==> config.mk <==
export PLATFORM = sky130hd
export DESIGN_NAME = dumjs_arith
export DESIGN_NICKNAME = d
export VERILOG_FILES = /design/src/rtl/core/dumjs_pkg.sv /design/src/rtl/core/dumjs_arith.sv
export SDC_FILE = /design/constraint.sdc
export NUM_CORES = 1
export LEC_CHECK = 0
export CORE_ASPECT_RATIO = 1.25
export CORE_MARGIN = 2
export CORE_UTILIZATION = 45
export CTS_CLUSTER_DIAMETER = 80
export DETAILED_ROUTE_END_ITERATION = 8
export DONT_BUFFER_PORTS = 1
export GPL_TIMING_DRIVEN = 1
export MAX_ROUTING_LAYER = met4
export PLACE_DENSITY_LB_ADDON = 0.08
export SLEW_MARGIN = 10
export SYNTH_ARGS = -nofsm -noshare
export SYNTH_HDL_FRONTEND = slang
export SYNTH_SLANG_ARGS = --single-unit
export TNS_END_PERCENT = 5
==> constraint.sdc <==
create_clock -name clk -period 13.75 [get_ports clk]
set_input_delay 2.0625 -clock clk [delete_from_list [all_inputs] [get_ports clk]]
set_output_delay 2.0625 -clock clk [all_outputs]
set_load 0.05 [all_outputs]
==> src/rtl/core/dumjs_pkg.sv <==
// shared types, constants and helpers for the joint move select block
package dumjs_pkg;

  localparam int CHOICE_COUNT_DEF = 32;
  localparam int MAX_ENTRIES_DEF  = 1024;

  localparam int CHOICE_W = 5;
  localparam int COUNT_W  = 32;
  localparam int PAIR_W   = 2 * CHOICE_W;
  localparam int SUM_W    = 42;
  localparam int SCORE_W  = 31;
  localparam int SEL_W    = 10;
  localparam int GAIN_W   = 16;
  localparam int LOG2_W   = 22;
  localparam int EXPL_W   = 35;

  localparam logic [SUM_W-1:0]   SUM_MAX   = {SUM_W{1'b1}};
  localparam logic [SCORE_W-1:0] SCORE_MAX = {SCORE_W{1'b1}};
  localparam logic [15:0]        LN2_Q16   = 16'd45426;
  localparam logic [GAIN_W-1:0]  GAIN_RESET = 16'd2048;

  // shared divide / square root unit
  localparam int AR_A_W = 58;
  localparam int AR_B_W = 42;
  localparam int AR_R_W = 31;

  localparam int  APB_ADDR_W = 3;
  localparam logic REG_GAIN  = 1'b0;

  typedef enum logic [1:0] {
    ST_OK     = 2'd0,
    ST_ZERO   = 2'd1,
    ST_ABSENT = 2'd2
  } status_t;

  typedef enum logic {
    AR_DIV  = 1'b0,
    AR_SQRT = 1'b1
  } arith_op_t;

  typedef struct packed {
    logic              start;
    arith_op_t         op;
    logic [AR_A_W-1:0] a;
    logic [AR_B_W-1:0] b;
  } arith_req_t;

  typedef struct packed {
    logic              done;
    logic [AR_R_W-1:0] res;
  } arith_rsp_t;

  function automatic logic [SUM_W-1:0] sat_add(input logic [SUM_W-1:0] a,
                                               input logic [SUM_W-1:0] b);
    logic [SUM_W:0] s;
    s = {1'b0, a} + {1'b0, b};
    return s[SUM_W] ? SUM_MAX : s[SUM_W-1:0];
  endfunction

endpackage

==> src/rtl/core/dumjs_arith.sv <==
// shared iterative unit: restoring divide and digit-by-digit square root
module dumjs_arith import dumjs_pkg::*; (
  input  logic       clk,
  input  logic       rst,
  input  arith_req_t req,
  output arith_rsp_t rsp
);

  logic              busy;
  logic              done;
  arith_op_t         op_q;
  logic [AR_A_W-1:0] acc;
  logic [AR_B_W-1:0] b_q;
  logic [42:0]       rem;
  logic [AR_R_W-1:0] res;
  logic [4:0]        cnt;
  logic [42:0]       x;
  logic [42:0]       y;
  logic [42:0]       diff;
  logic              ge;

  // one subtractor serves both operations
  always_comb begin
    if (op_q == AR_DIV) begin
      x = {rem[41:0], acc[AR_A_W-1]};
      y = {1'b0, b_q};
    end else begin
      x = {rem[40:0], acc[AR_A_W-1:AR_A_W-2]};
      y = {10'b0, res, 2'b01};
    end
    ge   = (x >= y);
    diff = x - y;
  end

  always_ff @(posedge clk) begin
    if (rst) begin
      busy <= 1'b0;
      done <= 1'b0;
    end else begin
      done <= 1'b0;
      if (req.start) begin
        busy <= 1'b1;
      end else if (busy && cnt == 5'd0) begin
        busy <= 1'b0;
        done <= 1'b1;
      end
    end
  end

  always_ff @(posedge clk) begin
    if (req.start) begin
      op_q <= req.op;
      b_q  <= req.b;
      res  <= '0;
      if (req.op == AR_DIV) begin
        acc <= {req.a[30:0], 27'b0};
        rem <= {16'b0, req.a[AR_A_W-1:31]};
        cnt <= 5'd30;
      end else begin
        acc <= req.a;
        rem <= '0;
        cnt <= 5'd28;
      end
    end else if (busy) begin
      rem <= ge ? diff : x;
      res <= {res[AR_R_W-2:0], ge};
      acc <= (op_q == AR_DIV) ? {acc[AR_A_W-2:0], 1'b0} : {acc[AR_A_W-3:0], 2'b00};
      cnt <= cnt - 5'd1;
    end
  end

  assign rsp.done = done;
  assign rsp.res  = res;

endmodule

==> flow_summary.ini, run 1 <==
[run_status]
status = completed

[global_route]
first_global_vias = 8177
grt_first_pass_wirelength_um = 43800
antenna_found_initial = 0
grt_overflow = 0
grt_start_max_net_pins = 190
grtUsageTotal = 0.222

[flow_run]
max-cap-violations = 0

[clocking]
max-clock-path-buffers = 2
cts_setup_buffers = 0
cts_tree = yes
clk_latency_ns = 0.44
cts_root_buf = clkbuf_16
clock-sinks = 181
clkTransAtPathRegs_ns = 0.07
htreeDepth = 4
cts_buffers = 17
cts_hold_buf = 0
cts_resized = 0

[timing]
post-route-min-period_ns = 5.31
worst_slack_ns = 8.44
hold_viol_final = 0
slew_headroom = 0.326
drv_slew = 0
tightest_slew_ns = 1.01
tns_ns = 0
rsz0062_at_grt = false
fin_skew_ns = 0.0146
report.final.setup_viol = 0
layout_worst_path_cycle_share = 0.387
max_freq_ghz = 0.188

[synth]
ys.flop_type = edfxtp_1
yosysWarnings = 0
yosys_register_bits = 181
synth_top_area_frac = 0.398
synth-async-reset-ratio = 0
synth_edf_count = 148
syn_area_sq_um = 11200
ys_types = 63
avgSynthCellArea_sq_um = 10.4
yosysSeqAreaShare = 0.458
syn-instance-count = 1073
yosys.area.top_type = edfxtp_1
synth_nets = 1221
ys_top_cells_by_area = edfxtp_1 40%, mux2i_1 11%, dfxtp_1 5.9%, ha_1 4.8%, mux2_2 4.2%

[placement]
io_buffers = 0
dpl_worst_slack_ns = 8.39
gp_congestion = 0.914
place_hpwl_um = 19400

[layout]
final_nets = 1179
drive_gt1_frac = 0.0948
area_growth_pct = 7.03
n_fill_cell = 2265
ff_latch_area_sq_um = 5110
multiInputGateArea_sq_um = 5700
final_util = 0.489
insertedDiodeCount = 0

[die]
ios = 136
die_area_sq_um = 26100
die_w_um = 145
initial_utilization = 0.457
rows = 64
fp.coreArea_sq_um = 24400
die_y_um = 180

[drt]
vias = 7894
via_per_inst = 5.75
drt_wl_total_um = 27800
drc = 0
drt_pass1_iterations = 5
drt_iter0_drc = 420
postRouteAntennaNets = 0
avgRoutedWirePerCell_um = 20.2

[critical_path]
cp.arrival_ns = 5.51
worstSetupPathType = flop to flop
cp_data_required_time_ns = 13.94
crit_fanout = 47
worstSetupStartpointType = flop
cp-end-kind = flop

[power_and_ir_drop]
power_leakage_nw = 4.59
peakVddDrop_uv = 122
power.density_nw_per_um2 = 211

[min_path]
min_path_type = flop to flop
-- kinds of logic after synthesis --
family / count (synthesis) / share of synthesized area
xor+xnor: 37 / 0.0290
buf+inv: 90 / 0.0317
mux: 168 / 0.155
compound gates: 292 / 0.169
flops: 181 / 0.458
simple gates: 261 / 0.107
fa+ha+maj: 44 / 0.0500
-- worst paths after layout --
check,startpoint,to,slack [ns],cells after the start
setup reg to reg,op_q$_DFFE_PP_,rem[37]$_SDFFCE_PP0P_,8.44,15
setup / recovery,op_q$_DFFE_PP_,rem[37]$_SDFFCE_PP0P_,8.44,15
hold / removal,acc[0]$_SDFFCE_PN0P_,acc[1]$_DFFE_PP_,0.57,1
hold reg to reg,acc[0]$_SDFFCE_PN0P_,acc[1]$_DFFE_PP_,0.57,1
-- per-layer routing --
metal	share of wire	track usage	vias up
li1	-	-	3908
met1	0.42	0.265	3823
met2	0.52	0.380	140
met3	0.046	0.0481	23
met4	0.016	0.0567	0
met5	0	-	-
-- report_power, final --
| part | total, mW | switching, mW | internal [mW] |
|---|---|---|---|
| combinational | 1.26 | 0.736 | 0.528 |
| sequential | 0.775 | 0.0496 | 0.725 |
| clock | 0.483 | 0.221 | 0.261 |
-- final cells by class --
cell class | count | area share
Inverter | 18 | 0.00566
Clock inverter | 14 | 0.00985
Timing Repair Buffer | 11 | 0.00692
Clock buffer | 18 | 0.0377
Multi-Input combinational cell | 802 | 0.478
Sequential cell | 181 | 0.428
Tap cell | 330 | 0.0346
-- metrics by stage --
stage	total power [mW]	cell area, sq um	instances	hold slack, ns
after floorplan	1.78	11200	1073	0.535
after global placement	2.05	11400	1342	0.546
after detailed placement	2.05	11400	1342	0.569
after CTS	2.54	11900	1374	0.572
after global routing	2.71	11900	1374	0.602
final	2.52	11900	1374	0.568
-- flip-flops by register name (all words and copies together), names as in the netlist --
name	flops
acc	58
b_q	42
rem	42
res	31
cnt	5
busy	1
done	1
op_q	1
-- synthesized netlist by cell type (15+ instances only) --
cell,count
edfxtp_1,148
mux2i_1,126
nand2_1,98
a21oi_1,93
nor2_1,71
clkbuf_1,56
ha_1,43
o21ai_0,43
mux2_2,42
a211oi_1,35
dfxtp_1,33
nor2b_1,32
o21ai_1,31
xnor2_1,20
a21o_1,19
a22o_1,18
inv_1,17
xor2_1,17
nand2b_1,15
-- cells in the final DEF, fill, tap and decap left out, drive strengths merged, types with 19 or more instances in the layout --
cell / n
a211oi: 36
a21o: 19
a21oi: 94
dfxtp: 33
edfxtp: 148
ha: 43
inv: 24
mux2: 42
mux2i: 126
nand2: 98
nor2: 72
nor2b: 32
o21ai: 75
xnor2: 20
-- worst max-delay path, cell delays in order (launching register included) --
cell and delay, ns:
edfxtp_1 0.35, buf_4 0.51, buf_4 0.62, mux2_2 0.42, ha_1 0.38, a21oi_1 0.21
nand2_1 0.10, o21bai_1 0.25, a21oi_1 0.13, o21ai_1 0.40, o21a_1 0.27, o21a_2 0.51
buf_4 0.38, or3_1 0.15, nor3_1 0.04, a311o_1 0.32
Power figures use the tool's default switching activity.
==> inputs of run 2 (changes only) <==
- ABC_AREA: default -> 1
- clock period: 13.75 -> 4.71 ns (I/O delays scaled with it)
==> run 2 against run 1 <==
Compared with the run above: die area increased by 10%; sequential power increased to 2.8 times the previous value; sequential share of layout area decreased by 4.1 points; global-route usage increased by 4.9 points; critical endpoint is now rem[38]$_SDFFCE_PP0P_; fmax increased by 37%; register-to-register slack got worse by 7.6 ns; design area increased by 11%; power increased to 2.6 times the previous value; first-iteration DRC count increased by 44%; synthesized cell count increased by 62%; non-clock buffer count increased by 7.
==> flow_summary.ini, run 2 <==
[min_path]
hp-start = rst
min_path_type = input pin to flop

[drt]
via_per_inst = 5.37
drt_pass1_iterations = 7
drt_iter0_drc = 606
postRouteAntennaNets = 0
vias = 11000
avgRoutedWirePerCell_um = 18.5
drt_wl_total_um = 38000
drc = 0

[synth]
yosysMostFrequentCell = nand2_1
ys_top_cells_by_area = edfxtp_1 36%, nand2_1 16%, inv_1 7.3%, nor2_1 6.7%, nand3_1 6.1%
synth-async-reset-ratio = 0
synth_common_cells = 520 x nand2_1, 239 x inv_1, 221 x nor2_1
syn-instance-count = 1734
avgSynthCellArea_sq_um = 7.10
yosysSeqAreaShare = 0.415
synth_top_area_frac = 0.361
syn_area_sq_um = 12300
synth_nets = 1882
yosysWarnings = 0
ys_types = 36
yosys_register_bits = 181
synth_edf_count = 148
yosys.area.top_type = edfxtp_1
ys.flop_type = edfxtp_1

[clocking]
cts_setup_buffers = 0
clk_latency_ns = 0.45
clkTransAtPathRegs_ns = 0.08
cts_hold_buf = 0
cts_tree = yes
cts_resized = 0
cts_buffers = 17
cts_root_buf = clkbuf_16
htreeDepth = 4
clock-sinks = 181
max-clock-path-buffers = 2

[placement]
place_hpwl_um = 28600
io_buffers = 0
gp_congestion = 0.971

[power_and_ir_drop]
p_int_mw = 3.75
power_leakage_nw = 6.06
p_sw_frac = 0.426
seqPwrFrac = 0.329
p_switching_mw = 2.78
pwr-share-clk = 0.230
peakVddDrop_uv = 235
pwr-share-comb = 0.441
power.density_nw_per_um2 = 494

[layout]
drive_gt1_frac = 0.0556
largest_register = acc
final_util = 0.492
largest_registers = acc x58, b_q x42, rem x42
final_common_cell = nand2_1
area_growth_pct = 7.34
insertedDiodeCount = 0
layout_common_cells = 520 x nand2_1, 238 x inv_1, 220 x nor2_1
largest_reg_flops = 58
final_nets = 1843

[flow_run]
max-cap-violations = 0

[global_route]
grt_overflow = 0
grt_first_pass_wirelength_um = 59500
grt_start_max_net_pins = 163
grtUsageTotal = 0.271
antenna_found_initial = 0
first_global_vias = 10700

[die]
die_y_um = 189
rows = 67
fp.coreArea_sq_um = 26800
initial_utilization = 0.459
ios = 136
die_w_um = 152
die_area_sq_um = 28700

[critical_path]
cp.arrival_ns = 4.08
crit_fanout = 130
reg2reg_from = op_q$_DFFE_PP_
startpoint = op_q$_DFFE_PP_
cp-end-kind = flop
worstSetupStartpointType = flop
worstSetupPathType = flop to flop
cp_data_required_time_ns = 4.92

[timing]
max_freq_ghz = 0.259
tightest_slew_ns = 1.13
slew_headroom = 0.242
drv_slew = 0
report.final.setup_viol = 0
rsz0062_at_grt = false
fin_skew_ns = 0.0176
layout_worst_path_cycle_share = 0.821
tns_ns = 0
hold_viol_final = 0
post-route-min-period_ns = 3.87

[run_status]
status = completed
## run 2: cell count changes after synthesis, moves of 42 or more
cell and change:
nand2_1 +422, inv_1 +222, nor2_1 +150, nand3_1 +136, mux2i_1 -126, a21oi_1 -61
o21ai_0 +48, mux2_2 -42
## run 2: cells by family after synthesis
kind of cell | count (synthesis) | synth area share
buf+inv | 318 | 0.0984
compound gates | 219 | 0.109
fa+ha+maj | 44 | 0.0453
simple gates | 957 | 0.321
flops | 181 | 0.415
xor+xnor | 15 | 0.0107
## run 2: worst paths after layout
kind	endpoint	slack, ns	cells after the start
min reg2reg	cnt[0]$_SDFFCE_PP0P_	0.55	1
min	done$_SDFF_PP0_	0.33	1
max reg2reg	rem[38]$_SDFFCE_PP0P_	0.84	15
max	rem[38]$_SDFFCE_PP0P_	0.84	15
## run 2: stage by stage
stage          std cells  cell area (sq um)  hold slack (ns)  setup WS, ns  power [mW]
2_1_floorplan       1734              12300            0.507          1.42        4.25
3_3_place_gp        2021              12600            0.536         0.904        5.05
3_5_place_dp        2021              12600            0.537         0.824        5.04
4_1_cts             2053              13200            0.306         0.812        6.55
5_1_grt             2053              13200            0.309         0.428        7.02
6_report            2053              13200            0.326         0.843        6.52
## run 2: power groups by stage
stage / Clock (mW) / Combinational, mW / Sequential (mW)
6_report: 1.50 / 2.88 / 2.14
2_1_floorplan: 0 / 2.11 / 2.14
4_1_cts: 1.52 / 2.88 / 2.15
5_1_grt: 1.58 / 3.26 / 2.17
3_3_place_gp: 0 / 2.87 / 2.18
3_5_place_dp: 0 / 2.86 / 2.18
## run 2: metal layers
metal,vias up,wire (um),global-route usage
li1,5575,-,-
met1,5134,15500,0.312
met2,257,19500,0.480
met3,51,1750,0.0437
met4,0,1290,0.0985
met5,-,0,-
## run 2: layout make-up
type | instances | area, sq um
clock buffer | 17 | 425
clock inverter | 15 | 179
fill | 2757 | 13600
inverter | 242 | 911
multi-input combinational | 1235 | 6000
sequential | 181 | 5100
tap | 345 | 432
timing repair buffer | 18 | 160
## run 2: critical path: stages, from the launching register on
cell and delay (ns):
edfxtp_1 0.41, buf_12 0.41, o21ai_0 0.27, ha_1 0.50, nand2_1 0.13, nor2_1 0.23
nand2_1 0.21, nor3_1 0.23, nand2_1 0.11, nand2_1 0.11, nand2_2 0.06, nand2_2 0.31
buf_4 0.33, nand2_1 0.08, nor2_1 0.09, nor2_1 0.04
==> inputs of run 3 (changes only) <==
- clock period: 4.71 -> 3.9 ns (I/O delays scaled with it)
==> run 3 against run 2 <==
Compared with the run above: the run now ends with design-rule violations left; fmax up 8.7%; sequential power up 21%; worst hold slack worse by 0.13 ns; critical path depth up 4; utilization up 1.3 points; sequential share of layout area down 1.0 points; die area unchanged.
==> flow_summary.ini, run 3 (synthesis results as in run 2) <==
[drt]
drt_iter0_drc = 577
drt_wl_total_um = 37900
avgRoutedWirePerCell_um = 18.1
vias = 11200
drt_pass1_iterations = 9
via_per_inst = 5.33
drc = 1
postRouteAntennaNets = 0

[die]
die_y_um = 189
die_area_sq_um = 28700
rows = 67
fp.coreArea_sq_um = 26800
initial_utilization = 0.459
ios = 136
die_w_um = 152

[timing]
max_freq_ghz = 0.281
worst_slack_ns = 0.343
report.final.setup_viol = 0
layout_worst_path_cycle_share = 0.912
tightest_slew_ns = 0.844
drv_slew = 0
post-route-min-period_ns = 3.56
hold_ws_ns = 0.198
hold_viol_final = 0
fin_skew_ns = 0.0120
tns_ns = 0
slew_headroom = 0.437
rsz0062_at_grt = false

[critical_path]
crit_top_cell = nand2_1
crit_fanout = 56
cp_slowest_cell = edfxtp_1
cp-end-kind = flop
worstSetupPathType = flop to flop
cp_data_required_time_ns = 4.11
worstPathCellList = inv_2, buf_12, or2_2, o21ai_0, inv_1, ha_1, nand2_1, inv_1, nand2_1, nand2_1, nand2_1, nand2_1, a21oi_1, nand2_1, nand2_2, buf_4, nand3_1, nand3_1, nand2_1
worstSetupStartpointType = flop
max_stage_delay_ns = 0.44
cp.arrival_ns = 3.77

[placement]
dpl_worst_slack_ns = 0.401
placed_area_sq_um = 12900
place_inst = 2061
io_buffers = 0
place_hpwl_um = 28500
gp_congestion = 0.965

[clocking]
clk_latency_ns = 0.45
clock-sinks = 181
cts_resized = 0
cts_hold_buf = 0
cts_tree = yes
cts_root_buf = clkbuf_16
max-clock-path-buffers = 2
cts_setup_buffers = 0
htreeDepth = 4
cts_buffers = 17
clkTransAtPathRegs_ns = 0.08

[layout]
final_nets = 1883
largest_register = acc
final_util = 0.506
drive_gt1_frac = 0.0767
area_growth_pct = 10.3
largest_reg_flops = 58
layout_common_cells = 520 x nand2_1, 238 x inv_1, 220 x nor2_1
insertedDiodeCount = 0
finalInstanceArea_sq_um = 13600
final_common_cell = nand2_1
largest_registers = acc x58, b_q x42, rem x42
layoutNonFillerInstCount = 2093

[global_route]
grt_start_max_net_pins = 163
grt_first_pass_wirelength_um = 59400
antenna_found_initial = 0
grtUsageTotal = 0.271
grt_overflow = 0
first_global_vias = 11100

[power_and_ir_drop]
power_mw = 7.97
seqPwrFrac = 0.324
power.density_nw_per_um2 = 587
pwr-share-comb = 0.447
peakVddDrop_uv = 297
p_switching_mw = 3.35
p_int_mw = 4.62
pwr-share-clk = 0.229
p_sw_frac = 0.421
power_leakage_nw = 6.30

[run_status]
violations = design-rule violations
status = complete, but fails checks

[min_path]
min_path_type = input pin to flop

[flow_run]
max-cap-violations = 0
[run 3: power by group through the flow]
stage	registers, mW	clock network [mW]	logic [mW]
floorplan	2.58	0	2.55
global placement	2.62	0	3.53
detailed placement	2.62	0	3.53
CTS	2.58	1.86	3.56
global route	2.61	1.94	4.01
finish	2.58	1.82	3.56
[run 3: path summary, 6_finish.rpt]
path                           from           endpoint  slack, ns  cells after the start
hold reg to reg   busy$_SDFFE_PP0P_    done$_SDFF_PP0_       0.47                      2
setup reg to reg     op_q$_DFFE_PP_  rem[16]$_DFFE_PP_       0.34                     19
setup / recovery     op_q$_DFFE_PP_  rem[16]$_DFFE_PP_       0.34                     19
hold / removal                  rst    done$_SDFF_PP0_       0.20                      1
[run 3: worst max-delay path, delay by kind of cell (launching register included)]
family / cells / cell delay [ns]
AND/OR/NAND/NOR: 11 / 1.26
adder cells (fa/ha/maj): 1 / 0.36
AO/OA/AOI/OAI: 2 / 0.32
flip-flops: 1 / 0.44
buffers and inverters: 5 / 0.87
[run 3: layout make-up]
type                            instances  area (sq um)
Inverter                              242           911
Tap cell                              345           432
Sequential cell                       181          5100
Multi-Input combinational cell       1235          6000
Clock inverter                         11           121
Clock buffer                           21           504
Fill cell                            2762         13300
Timing Repair Buffer                   58           498
[run 3: metal layers]
metal	up-vias	global-route usage	part of all wire
met4	0	0.156	0.060
li1	5661	-	-
met3	85	0.0410	0.051
met1	5090	0.319	0.40
met5	-	-	0
met2	316	0.443	0.49
